[src/rtl/ftra_pkg.sv]
`timescale 1ns / 1ps
// ----------------------------------------------------------------------------
// ftra_pkg
// Shared types, widths and constants of the tridiagonal row assembler.
// ----------------------------------------------------------------------------
package ftra_pkg;

    localparam int FRAC_BITS = 16;
    localparam int DATA_W    = 32;
    localparam int OUT_W     = 64;
    localparam int SPAN_W    = DATA_W + 1;
    localparam int WGT_W     = DATA_W + 6;
    localparam int PROD_W    = SPAN_W + WGT_W;
    localparam int DEN_W     = 7;
    localparam int RDIV_W    = DATA_W + FRAC_BITS;
    localparam int RCNT_W    = $clog2(RDIV_W + 1);
    localparam int MCNT_W    = $clog2(PROD_W + 1);

    localparam logic [1:0] MODE_PLAIN = 2'd0;
    localparam logic [1:0] MODE_RATIO = 2'd1;
    localparam logic [1:0] MODE_COEF  = 2'd2;

    localparam logic [DEN_W-1:0] DEN_PLAIN = DEN_W'(6);
    localparam logic [DEN_W-1:0] DEN_RATIO = DEN_W'(60);
    localparam logic [DEN_W-1:0] DEN_COEF  = DEN_W'(12);

    localparam logic [1:0] ENT_LEFT  = 2'd0;
    localparam logic [1:0] ENT_OFF   = 2'd1;
    localparam logic [1:0] ENT_RIGHT = 2'd2;

    typedef struct packed {
        logic signed [DATA_W-1:0] node_position;
        logic signed [DATA_W-1:0] coef_value;
        logic signed [DATA_W-1:0] divisor_value;
        logic                     last_node;
    } t_node_word;

    typedef struct packed {
        logic signed [OUT_W-1:0] sub_entry;
        logic signed [OUT_W-1:0] diag_entry;
        logic signed [OUT_W-1:0] super_entry;
        logic                    row_last;
        logic                    divide_error;
    } t_row_word;

    typedef enum logic [3:0] {
        ST_IDLE,
        ST_RQ_GO,
        ST_RQ_WAIT,
        ST_RQP_GO,
        ST_RQP_WAIT,
        ST_RPQ_GO,
        ST_RPQ_WAIT,
        ST_ENT_GO,
        ST_ENT_WAIT,
        ST_ROW1,
        ST_ROW2
    } t_state;

    function automatic logic signed [WGT_W-1:0] sx_w(input logic signed [DATA_W-1:0] x);
        sx_w = {{(WGT_W-DATA_W){x[DATA_W-1]}}, x};
    endfunction

endpackage

[src/rtl/ftra_ratio_div.sv]
`timescale 1ns / 1ps
// ----------------------------------------------------------------------------
// ftra_ratio_div
// Bit-serial signed Q ratio a * 2^F / v with truncation and saturation.
// ----------------------------------------------------------------------------
module ftra_ratio_div (
    input  logic                                 i_clk,
    input  logic                                 i_rst_n,
    input  logic                                 i_start,
    input  logic signed [ftra_pkg::DATA_W-1:0]   i_coef,
    input  logic signed [ftra_pkg::DATA_W-1:0]   i_divisor,
    output logic                                 o_done,
    output logic signed [ftra_pkg::DATA_W-1:0]   o_ratio,
    output logic                                 o_fault
);

    localparam int DW = ftra_pkg::DATA_W;
    localparam int QW = ftra_pkg::RDIV_W;

    logic                          r_busy, r_done, r_neg, r_zero, r_coef_zero;
    logic [ftra_pkg::RCNT_W-1:0]   r_cnt;
    logic [DW-1:0]                 r_rem, r_dvs;
    logic [QW-1:0]                 r_quo;

    logic [DW-1:0] abs_a, abs_v;
    logic [DW:0]   shifted;
    logic          ge;
    logic          sat_pos, sat_neg, sat;

    assign abs_a   = i_coef[DW-1] ? (~i_coef + 1'b1) : i_coef;
    assign abs_v   = i_divisor[DW-1] ? (~i_divisor + 1'b1) : i_divisor;
    assign shifted = {r_rem, r_quo[QW-1]};
    assign ge      = shifted >= {1'b0, r_dvs};

    always_ff @(posedge i_clk) begin
        if (!i_rst_n) begin
            r_busy <= 1'b0;
            r_done <= 1'b0;
        end else begin
            r_done <= 1'b0;
            if (i_start) begin
                r_busy      <= 1'b1;
                r_cnt       <= ftra_pkg::RCNT_W'(QW);
                r_rem       <= '0;
                r_dvs       <= abs_v;
                r_quo       <= {abs_a, {ftra_pkg::FRAC_BITS{1'b0}}};
                r_neg       <= i_coef[DW-1] ^ i_divisor[DW-1];
                r_zero      <= (i_divisor == '0);
                r_coef_zero <= (i_coef == '0);
            end else if (r_busy) begin
                r_rem <= ge ? DW'(shifted - {1'b0, r_dvs}) : shifted[DW-1:0];
                r_quo <= {r_quo[QW-2:0], ge};
                r_cnt <= r_cnt - 1'b1;
                if (r_cnt == ftra_pkg::RCNT_W'(1)) begin
                    r_busy <= 1'b0;
                    r_done <= 1'b1;
                end
            end
        end
    end

    assign sat_pos = |r_quo[QW-1:DW-1];
    assign sat_neg = (|r_quo[QW-1:DW]) || (r_quo[DW-1] && (|r_quo[DW-2:0]));
    assign sat     = r_neg ? sat_neg : sat_pos;
    assign o_done  = r_done;
    assign o_fault = r_zero || sat;

    always_comb begin
        if (r_zero) begin
            if (r_coef_zero) begin
                o_ratio = '0;
            end else begin
                o_ratio = r_neg ? {1'b1, {(DW-1){1'b0}}} : {1'b0, {(DW-1){1'b1}}};
            end
        end else if (sat) begin
            o_ratio = r_neg ? {1'b1, {(DW-1){1'b0}}} : {1'b0, {(DW-1){1'b1}}};
        end else begin
            o_ratio = r_neg ? (~r_quo[DW-1:0] + 1'b1) : r_quo[DW-1:0];
        end
    end

endmodule

[src/rtl/ftra_mul_div.sv]
`timescale 1ns / 1ps
// ----------------------------------------------------------------------------
// ftra_mul_div
// Bit-serial h * w / D with truncation toward zero, saturated to 64 bits.
// ----------------------------------------------------------------------------
module ftra_mul_div (
    input  logic                                  i_clk,
    input  logic                                  i_rst_n,
    input  logic                                  i_start,
    input  logic signed [ftra_pkg::SPAN_W-1:0]    i_span,
    input  logic signed [ftra_pkg::WGT_W-1:0]     i_weight,
    input  logic        [ftra_pkg::DEN_W-1:0]     i_denom,
    output logic                                  o_done,
    output logic signed [ftra_pkg::OUT_W-1:0]     o_entry
);

    localparam int SW = ftra_pkg::SPAN_W;
    localparam int WW = ftra_pkg::WGT_W;
    localparam int PW = ftra_pkg::PROD_W;
    localparam int NW = ftra_pkg::DEN_W;
    localparam int OW = ftra_pkg::OUT_W;

    logic                          r_mul, r_div, r_done, r_neg;
    logic [ftra_pkg::MCNT_W-1:0]   r_cnt;
    logic [PW-1:0]                 r_acc, r_mcand;
    logic [SW-1:0]                 r_mplier;
    logic [NW-1:0]                 r_rem, r_den;

    logic [SW-1:0] abs_h;
    logic [WW-1:0] abs_w;
    logic [NW-1:0] shifted;
    logic          ge, sat;

    assign abs_h   = i_span[SW-1] ? (~i_span + 1'b1) : i_span;
    assign abs_w   = i_weight[WW-1] ? (~i_weight + 1'b1) : i_weight;
    assign shifted = {r_rem[NW-2:0], r_acc[PW-1]};
    assign ge      = shifted >= r_den;

    always_ff @(posedge i_clk) begin
        if (!i_rst_n) begin
            r_mul  <= 1'b0;
            r_div  <= 1'b0;
            r_done <= 1'b0;
        end else begin
            r_done <= 1'b0;
            if (i_start) begin
                r_mul    <= 1'b1;
                r_div    <= 1'b0;
                r_cnt    <= ftra_pkg::MCNT_W'(SW);
                r_acc    <= '0;
                r_mcand  <= PW'(abs_w);
                r_mplier <= abs_h;
                r_den    <= i_denom;
                r_neg    <= i_span[SW-1] ^ i_weight[WW-1];
            end else if (r_mul) begin
                if (r_mplier[0]) begin
                    r_acc <= r_acc + r_mcand;
                end
                r_mcand  <= {r_mcand[PW-2:0], 1'b0};
                r_mplier <= {1'b0, r_mplier[SW-1:1]};
                r_cnt    <= r_cnt - 1'b1;
                if (r_cnt == ftra_pkg::MCNT_W'(1)) begin
                    r_mul <= 1'b0;
                    r_div <= 1'b1;
                    r_cnt <= ftra_pkg::MCNT_W'(PW);
                    r_rem <= '0;
                end
            end else if (r_div) begin
                r_rem <= ge ? (shifted - r_den) : shifted;
                r_acc <= {r_acc[PW-2:0], ge};
                r_cnt <= r_cnt - 1'b1;
                if (r_cnt == ftra_pkg::MCNT_W'(1)) begin
                    r_div  <= 1'b0;
                    r_done <= 1'b1;
                end
            end
        end
    end

    assign sat    = |r_acc[PW-1:OW-1];
    assign o_done = r_done;

    always_comb begin
        if (sat) begin
            o_entry = r_neg ? {1'b1, {(OW-1){1'b0}}} : {1'b0, {(OW-1){1'b1}}};
        end else begin
            o_entry = r_neg ? (~r_acc[OW-1:0] + 1'b1) : r_acc[OW-1:0];
        end
    end

endmodule

[src/rtl/fem_tridiagonal_row_assembler_core.sv]
`timescale 1ns / 1ps
// ----------------------------------------------------------------------------
// fem_tridiagonal_row_assembler_core
// Builds tridiagonal mass matrix rows of a 1D linear finite element mesh.
//
//   channel  dir  handshake                    word
//   node     in   i_in_valid / o_in_stall      t_node_word
//   row      out  o_out_valid / i_out_stall    t_row_word
//   mode     in   i_cfg_valid / o_cfg_ready    matrix_mode[1:0]
//
// One node at a time. A node gets its own ratio from the serial ratio
// divider, two cross ratios more in mode 1, and then three entries from
// the serial multiply / divide unit before a row is emitted.
// Synchronous active-low reset clears control and carried state only. A
// held row stalls only the row emit step; the next node is taken while
// the last row waits.
// ----------------------------------------------------------------------------
module fem_tridiagonal_row_assembler_core (
    input  logic                   i_clk,
    input  logic                   i_rst_n,
    input  logic                   i_in_valid,
    output logic                   o_in_stall,
    input  ftra_pkg::t_node_word   i_in_word,
    output logic                   o_out_valid,
    input  logic                   i_out_stall,
    output ftra_pkg::t_row_word    o_out_word,
    input  logic                   i_cfg_valid,
    output logic                   o_cfg_ready,
    input  logic [1:0]             i_cfg_data
);

    localparam int DW = ftra_pkg::DATA_W;
    localparam int OW = ftra_pkg::OUT_W;
    localparam int WW = ftra_pkg::WGT_W;

    ftra_pkg::t_state r_state, n_state;
    logic [1:0]        r_mode;

    ftra_pkg::t_node_word r_in;
    logic                 r_have;
    logic signed [DW-1:0] r_prev_pos, r_prev_coef, r_prev_div, r_prev_ratio;
    logic                 r_prev_fault;
    logic signed [OW-1:0] r_pend_sub, r_pend_diag;
    logic                 r_pend_err;
    logic signed [DW-1:0] r_rq, r_rqp, r_rpq;
    logic                 r_fq, r_f1, r_f2;
    logic signed [OW-1:0] r_dl, r_do, r_dr;
    logic [1:0]           r_ent;
    ftra_pkg::t_row_word  r_out;
    logic                 r_out_valid;

    logic                 accept, out_free, row_load;
    logic                 rd_start, rd_done, rd_fault;
    logic signed [DW-1:0] rd_coef, rd_div, rd_ratio;
    logic                 md_start, md_done;
    logic signed [OW-1:0] md_entry;
    logic signed [ftra_pkg::SPAN_W-1:0] span;
    logic signed [WW-1:0] wl, wo, wr, w_sel;
    logic signed [WW-1:0] xpp, xqp, xpq, xqq, ca, cb;
    logic [ftra_pkg::DEN_W-1:0] denom;
    logic                 row_err;
    logic signed [OW-1:0] diag_sum, diag_sat;

    assign accept      = i_in_valid && !o_in_stall;
    assign o_in_stall  = (r_state != ftra_pkg::ST_IDLE);
    assign o_cfg_ready = 1'b1;
    assign out_free    = !r_out_valid || !i_out_stall;
    assign row_load    = ((r_state == ftra_pkg::ST_ROW1) || (r_state == ftra_pkg::ST_ROW2))
                       && out_free;
    assign o_out_valid = r_out_valid;
    assign o_out_word  = r_out;

    assign span = {r_in.node_position[DW-1], r_in.node_position}
                - {r_prev_pos[DW-1], r_prev_pos};

    assign xpp = ftra_pkg::sx_w(r_prev_ratio);
    assign xqp = ftra_pkg::sx_w(r_rqp);
    assign xpq = ftra_pkg::sx_w(r_rpq);
    assign xqq = ftra_pkg::sx_w(r_rq);
    assign ca  = ftra_pkg::sx_w(r_prev_coef);
    assign cb  = ftra_pkg::sx_w(r_in.coef_value);

    always_comb begin
        case (r_mode)
            ftra_pkg::MODE_RATIO: begin
                wl = (xpp <<< 3) + (xpp <<< 2) + (xqp <<< 1) + xqp
                   + (xpq <<< 1) + xpq + (xqq <<< 1);
                wo = (xpp <<< 1) + xpp + (xqp <<< 1) + (xpq <<< 1)
                   + (xqq <<< 1) + xqq;
                wr = (xpp <<< 1) + (xqp <<< 1) + xqp + (xpq <<< 1) + xpq
                   + (xqq <<< 3) + (xqq <<< 2);
                denom = ftra_pkg::DEN_RATIO;
            end
            ftra_pkg::MODE_COEF: begin
                wl = (ca <<< 1) + ca + cb;
                wo = ca + cb;
                wr = ca + (cb <<< 1) + cb;
                denom = ftra_pkg::DEN_COEF;
            end
            default: begin
                wo = WW'(1) <<< ftra_pkg::FRAC_BITS;
                wl = WW'(1) <<< (ftra_pkg::FRAC_BITS + 1);
                wr = WW'(1) <<< (ftra_pkg::FRAC_BITS + 1);
                denom = ftra_pkg::DEN_PLAIN;
            end
        endcase
        case (r_ent)
            ftra_pkg::ENT_LEFT: w_sel = wl;
            ftra_pkg::ENT_OFF:  w_sel = wo;
            default:            w_sel = wr;
        endcase
    end

    assign row_err  = (r_mode == ftra_pkg::MODE_RATIO)
                    && (r_prev_fault || r_f1 || r_f2 || r_fq);
    assign diag_sum = r_pend_diag + r_dl;
    always_comb begin
        if (r_pend_diag[OW-1] == r_dl[OW-1] && diag_sum[OW-1] != r_pend_diag[OW-1]) begin
            diag_sat = r_pend_diag[OW-1] ? {1'b1, {(OW-1){1'b0}}}
                                         : {1'b0, {(OW-1){1'b1}}};
        end else begin
            diag_sat = diag_sum;
        end
    end

    always_comb begin
        case (r_state)
            ftra_pkg::ST_RQP_GO: begin
                rd_coef = r_in.coef_value;
                rd_div  = r_prev_div;
            end
            ftra_pkg::ST_RPQ_GO: begin
                rd_coef = r_prev_coef;
                rd_div  = r_in.divisor_value;
            end
            default: begin
                rd_coef = r_in.coef_value;
                rd_div  = r_in.divisor_value;
            end
        endcase
    end

    assign rd_start = (r_state == ftra_pkg::ST_RQ_GO) || (r_state == ftra_pkg::ST_RQP_GO)
                   || (r_state == ftra_pkg::ST_RPQ_GO);
    assign md_start = (r_state == ftra_pkg::ST_ENT_GO);

    ftra_ratio_div u_ratio (
        .i_clk     (i_clk),
        .i_rst_n   (i_rst_n),
        .i_start   (rd_start),
        .i_coef    (rd_coef),
        .i_divisor (rd_div),
        .o_done    (rd_done),
        .o_ratio   (rd_ratio),
        .o_fault   (rd_fault)
    );

    ftra_mul_div u_entry (
        .i_clk    (i_clk),
        .i_rst_n  (i_rst_n),
        .i_start  (md_start),
        .i_span   (span),
        .i_weight (w_sel),
        .i_denom  (denom),
        .o_done   (md_done),
        .o_entry  (md_entry)
    );

    always_comb begin
        n_state = r_state;
        case (r_state)
            ftra_pkg::ST_IDLE:     if (accept) n_state = ftra_pkg::ST_RQ_GO;
            ftra_pkg::ST_RQ_GO:    n_state = ftra_pkg::ST_RQ_WAIT;
            ftra_pkg::ST_RQ_WAIT: begin
                if (rd_done) begin
                    if (!r_have) begin
                        n_state = ftra_pkg::ST_IDLE;
                    end else if (r_mode == ftra_pkg::MODE_RATIO) begin
                        n_state = ftra_pkg::ST_RQP_GO;
                    end else begin
                        n_state = ftra_pkg::ST_ENT_GO;
                    end
                end
            end
            ftra_pkg::ST_RQP_GO:   n_state = ftra_pkg::ST_RQP_WAIT;
            ftra_pkg::ST_RQP_WAIT: if (rd_done) n_state = ftra_pkg::ST_RPQ_GO;
            ftra_pkg::ST_RPQ_GO:   n_state = ftra_pkg::ST_RPQ_WAIT;
            ftra_pkg::ST_RPQ_WAIT: if (rd_done) n_state = ftra_pkg::ST_ENT_GO;
            ftra_pkg::ST_ENT_GO:   n_state = ftra_pkg::ST_ENT_WAIT;
            ftra_pkg::ST_ENT_WAIT: begin
                if (md_done) begin
                    n_state = (r_ent == ftra_pkg::ENT_RIGHT) ? ftra_pkg::ST_ROW1
                                                             : ftra_pkg::ST_ENT_GO;
                end
            end
            ftra_pkg::ST_ROW1: begin
                if (out_free) begin
                    n_state = r_in.last_node ? ftra_pkg::ST_ROW2 : ftra_pkg::ST_IDLE;
                end
            end
            ftra_pkg::ST_ROW2:     if (out_free) n_state = ftra_pkg::ST_IDLE;
            default:               n_state = ftra_pkg::ST_IDLE;
        endcase
    end

    always_ff @(posedge i_clk) begin
        if (!i_rst_n) begin
            r_state <= ftra_pkg::ST_IDLE;
        end else begin
            r_state <= n_state;
        end
    end

    always_ff @(posedge i_clk) begin
        if (!i_rst_n) begin
            r_mode       <= ftra_pkg::MODE_PLAIN;
            r_have       <= 1'b0;
            r_prev_pos   <= '0;
            r_prev_coef  <= '0;
            r_prev_div   <= '0;
            r_prev_ratio <= '0;
            r_prev_fault <= 1'b0;
            r_pend_sub   <= '0;
            r_pend_diag  <= '0;
            r_pend_err   <= 1'b0;
            r_out_valid  <= 1'b0;
            r_ent        <= ftra_pkg::ENT_LEFT;
        end else begin
            if (i_cfg_valid && o_cfg_ready) begin
                r_mode <= i_cfg_data;
            end
            if (row_load) begin
                r_out_valid <= 1'b1;
            end else if (!i_out_stall) begin
                r_out_valid <= 1'b0;
            end
            if (accept) begin
                r_in  <= i_in_word;
                r_f1  <= 1'b0;
                r_f2  <= 1'b0;
                r_rqp <= '0;
                r_rpq <= '0;
                r_ent <= ftra_pkg::ENT_LEFT;
            end
            case (r_state)
                ftra_pkg::ST_RQ_WAIT: begin
                    if (rd_done) begin
                        r_rq <= rd_ratio;
                        r_fq <= rd_fault;
                        if (!r_have && !r_in.last_node) begin
                            r_have       <= 1'b1;
                            r_prev_pos   <= r_in.node_position;
                            r_prev_coef  <= r_in.coef_value;
                            r_prev_div   <= r_in.divisor_value;
                            r_prev_ratio <= rd_ratio;
                            r_prev_fault <= rd_fault;
                            r_pend_sub   <= '0;
                            r_pend_diag  <= '0;
                            r_pend_err   <= 1'b0;
                        end
                    end
                end
                ftra_pkg::ST_RQP_WAIT: begin
                    if (rd_done) begin
                        r_rqp <= rd_ratio;
                        r_f1  <= rd_fault;
                    end
                end
                ftra_pkg::ST_RPQ_WAIT: begin
                    if (rd_done) begin
                        r_rpq <= rd_ratio;
                        r_f2  <= rd_fault;
                    end
                end
                ftra_pkg::ST_ENT_WAIT: begin
                    if (md_done) begin
                        case (r_ent)
                            ftra_pkg::ENT_LEFT: r_dl <= md_entry;
                            ftra_pkg::ENT_OFF:  r_do <= md_entry;
                            default:            r_dr <= md_entry;
                        endcase
                        r_ent <= r_ent + 1'b1;
                    end
                end
                ftra_pkg::ST_ROW1: begin
                    if (out_free) begin
                        r_out.sub_entry    <= r_pend_sub;
                        r_out.diag_entry   <= diag_sat;
                        r_out.super_entry  <= r_do;
                        r_out.row_last     <= 1'b0;
                        r_out.divide_error <= r_pend_err || row_err;
                        if (!r_in.last_node) begin
                            r_pend_sub   <= r_do;
                            r_pend_diag  <= r_dr;
                            r_pend_err   <= row_err;
                            r_prev_pos   <= r_in.node_position;
                            r_prev_coef  <= r_in.coef_value;
                            r_prev_div   <= r_in.divisor_value;
                            r_prev_ratio <= r_rq;
                            r_prev_fault <= r_fq;
                        end
                    end
                end
                ftra_pkg::ST_ROW2: begin
                    if (out_free) begin
                        r_out.sub_entry    <= r_do;
                        r_out.diag_entry   <= r_dr;
                        r_out.super_entry  <= '0;
                        r_out.row_last     <= 1'b1;
                        r_out.divide_error <= row_err;
                        r_have       <= 1'b0;
                        r_prev_pos   <= '0;
                        r_prev_coef  <= '0;
                        r_prev_div   <= '0;
                        r_prev_ratio <= '0;
                        r_prev_fault <= 1'b0;
                        r_pend_sub   <= '0;
                        r_pend_diag  <= '0;
                        r_pend_err   <= 1'b0;
                    end
                end
                default: begin
                end
            endcase
        end
    end

endmodule
[config.mk]
export PLATFORM = sky130hd
export DESIGN_NAME = fem_tridiagonal_row_assembler_core
export DESIGN_NICKNAME = d
export VERILOG_FILES = /design/src/rtl/ftra_pkg.sv /design/src/rtl/ftra_ratio_div.sv /design/src/rtl/ftra_mul_div.sv /design/src/rtl/fem_tridiagonal_row_assembler_core.sv
export SDC_FILE = /design/constraint.sdc
export NUM_CORES = 2
export LEC_CHECK = 0
export ABC_CLOCK_PERIOD_IN_PS = 7200
export BUFFER_PORTS_ARGS = -buffer_cell sky130_fd_sc_hd__buf_2
export CELL_PAD_IN_SITES_DETAIL_PLACEMENT = 0
export CELL_PAD_IN_SITES_GLOBAL_PLACEMENT = 2
export CORE_MARGIN = 1.5
export CORE_UTILIZATION = 38
export CTS_BUF_LIST = sky130_fd_sc_hd__clkbuf_2
export DETAILED_ROUTE_END_ITERATION = 12
export GPL_TIMING_DRIVEN = 0
export MAX_ROUTING_LAYER = met4
export PLACE_DENSITY_LB_ADDON = 0.1
export SLEW_MARGIN = 20
export SYNTH_ARGS = -nofsm -noshare
export SYNTH_HDL_FRONTEND = slang
export SYNTH_SLANG_ARGS = --single-unit
[constraint.sdc]
create_clock -name i_clk -period 7.2 [get_ports i_clk]
set_clock_uncertainty 0.2 [all_clocks]
set_input_delay 0.72 -clock i_clk [delete_from_list [all_inputs] [get_ports i_clk]]
set_output_delay 0.72 -clock i_clk [all_outputs]
set_load 0.02 [all_outputs]
==> metrics.yaml <==
outcome:
  status: "complete, but fails checks"
  violations: "negative setup slack"
floorplanning:
  die_y_um: 477
  start_util_pct: 38.3
  fp.coreArea_um2: 223000
  die-area_um2: 228000
  die_w_um: 477
  io_pins: 301
  rows: 173
setup_path:
  slowest_stage: "fa_1"
  cpLargestDelayFamily: "adder cells"
  start_kind: "flip-flop"
  cp-end-kind: "flip-flop"
  path_class: "reg2reg"
  worstPathArrival_ns: 8.89
  path_buf_inv: 6
  critPathMaxStageDelay_ns: 0.59
  critPathMaxFanout: 3
  r2r_cells: 25
  crit_cells: 25
  required_ns: 8.57
grt:
  grt_max_degree: 59
  grt-ovfl-total: 0
  grt_pass1_vias: 73241
  grt_pass1_wl_um: 488000
  grt_use_total_pct: 29.5
  antenna_found_initial: 35
sta:
  finalHoldViolCount: 0
  finalSetupViolations: 14
  hold_slack_ns: 0.219
  tightest_slew_ns: 1.24
  final.setup.tns_ns: -2.44
  max_freq_mhz: 133
  layout_setup_ws_ns: -0.324
  max_slew_margin_pct: 17.1
  slew_violations: 0
  fin_crit_ns: 7.52
  period_share_pct: 104
  rsz0062_at_grt: "true"
detailed_routing:
  drt-pass1-iter-count: 6
  wl_um: 332000
  ant_nets: 0
  drtIter0Drc: 5892
  avgRoutedWirePerCell_um: 24.9
  drc: 0
  via_count: 74001
  via_per_inst: 5.55
cts:
  cts_max_path_buffers: 4
  clkSlewWorstSetupHoldPaths_ns: 0.12
  clock_tree.root_cell: "clkbuf_2"
  clock_latency_ns: 1.82
  numCtsBuffers: 342
  htreeDepth: 5
  clock_sinks: 1168
  cts_tree: "yes"
final_layout:
  area_growth_pct: 16.0
  stdcell_area_um2: 99100
  drive_gt1_share_pct: 12.3
  layout.nets: 11117
logic_synthesis:
  ys_seq_elements: 1168
  synth_ff_type: "edfxtp_1"
  syn_area_um2: 85400
  synthArstFlopShare_pct: 0
  synth_edf_count: 895
  avgSynthCellArea_um2: 9.45
  synth_cells: 9038
  syn-num-nets: 10069
  yosysSeqAreaShare_pct: 37.9
  ys_warn_count: 0
  synth_cell_types: 100
place:
  gp_congestion: 0.969
  hpwl_um: 263000
  placed_area_um2: 91400
  portBuffers: 299
  place_ws_ns: -1.80
hold_path:
  hp-class: "in2reg"
  hold_depth: 3
power:
  power.leakage_nw: 40.1
  powerDensity_nw_per_um2: 266
  ir_drop_v: 0.000228
run:
  maxCapViolCount: 0
==> worst min-delay path, stage by stage <==
cell and delay [ns]:
dlygate4sd3_1 0.59, buf_2 0.13, dlygate4sd3_1 0.54
==> path summary, 6_finish.rpt <==
check                      from                  end  slack [ns]
setup / recovery       r_rqp[3]  u_entry.r_mcand[36]       -0.32
setup reg to reg       r_rqp[3]  u_entry.r_mcand[36]       -0.32
hold / removal    i_in_word[39]                cb[6]        0.22
hold reg to reg   r_prev_pos[5]        r_prev_pos[5]        0.26
==> kinds of logic (layout without fill, tap and decap cells) <==
| family | after synthesis | count (layout) | synth area share [%] |
|---|---|---|---|
| AND/OR/NAND/NOR | 2812 | 2812 | 15.4 |
| AO/OA/AOI/OAI | 2343 | 2343 | 17.1 |
| buffers and inverters | 1179 | 2486 | 5.19 |
| flip-flops | 1168 | 1168 | 37.9 |
| adder cells (fa/ha/maj) | 927 | 927 | 17.8 |
| XOR/XNOR | 417 | 417 | 4.28 |
| multiplexers | 191 | 191 | 2.25 |
| other | 1 | 14 | 0.00439 |
==> area by class of cell <==
cell class,instances,area [um2]
sequential,1168,32300
antenna,13,32.5
clock inverter,78,445
timing repair buffer,715,5740
multi-input combinational,6691,49700
fill,22002,124000
buffer,433,1680
inverter,735,2780
tap,2975,3720
clock buffer,525,2630
==> power by group <==
part | internal (mW) | total, mW | switching [mW]
Combinational | 5.17 | 13.3 | 8.14
Clock | 2.10 | 5.19 | 3.09
Sequential | 7.55 | 7.89 | 0.349
==> synth_stat cells, types with 184 or more instances <==
| library cell | instances | area [um2] |
|---|---|---|
| a21o_1 | 207 | 1550 |
| a21oi_1 | 824 | 4120 |
| clkbuf_1 | 425 | 1600 |
| dfxtp_1 | 273 | 5470 |
| edfxtp_1 | 895 | 26900 |
| fa_1 | 485 | 9710 |
| ha_1 | 442 | 5530 |
| inv_1 | 729 | 2740 |
| mux2i_1 | 184 | 1840 |
| nand2_1 | 991 | 3720 |
| nand3_1 | 347 | 1740 |
| nor2_1 | 630 | 2360 |
| o21ai_0 | 421 | 2110 |
| xnor2_1 | 248 | 2170 |
==> state kept, by name, summed over array words and instances, names as in the netlist, 33 cells and up <==
register          flops
r_pend_sub           64
u_entry.r_mplier     33
u_entry.r_mcand      71
r_pend_diag          64
o_out_word          194
u_ratio.r_quo        48
r_dr                 64
r_dl                 64
r_in                 65
r_do                 64
u_entry.r_acc        71
==> through the flow <==
stage	power [mW]	utilization, %	std cells
floorplan	15.9	-	9038
global placement	19.6	40.7	12312
detailed placement	19.6	41.0	12339
CTS	25.8	44.2	13291
global route	28.2	44.5	13333
finish	26.4	44.5	13333
==> routing by layer <==
metal	GRT usage, %	vias to the layer above	wire length [um]
li1	-	34531	-
met1	41.5	36516	155000
met2	42.8	2498	142000
met3	6.16	456	25000
met4	8.28	0	9820
met5	-	-	0
==> cell usage in the layout (no fill, tap or decap), types with 62 or more instances in the layout <==
cell | netlist | routed
dlygate4sd3_1 | 0 | 288
nand4_1 | 90 | 90
nand2b_1 | 63 | 62
clkbuf_2 | 0 | 554
ha_1 | 442 | 434
buf_4 | 1 | 98
a21oi_1 | 824 | 816
clkbuf_1 | 425 | 382
fa_1 | 485 | 475
xor2_1 | 169 | 166
and2_1 | 143 | 142
o21ai_0 | 421 | 411
buf_2 | 1 | 301
o21a_1 | 68 | 66
a31oi_1 | 116 | 114
xnor2_1 | 248 | 243
nor3_1 | 164 | 158
nand2_1 | 991 | 991
inv_1 | 729 | 681
a21o_1 | 207 | 206
mux2i_1 | 184 | 181
edfxtp_1 | 895 | 895
nor2_1 | 630 | 621
and3_1 | 74 | 67
dfxtp_1 | 273 | 269
nand3_1 | 347 | 346
a211oi_1 | 101 | 86
==> repair_timing <==
action | in CTS | in global routing
resized for setup | 152 | 104
hold buffers | 288 | 0
hold endpoints to repair | 381 | 0
setup buffers | 68 | 32
setup endpoints to repair | 40 | 41
pin swaps | 67 | 51
Power figures use the tool's default switching activity.
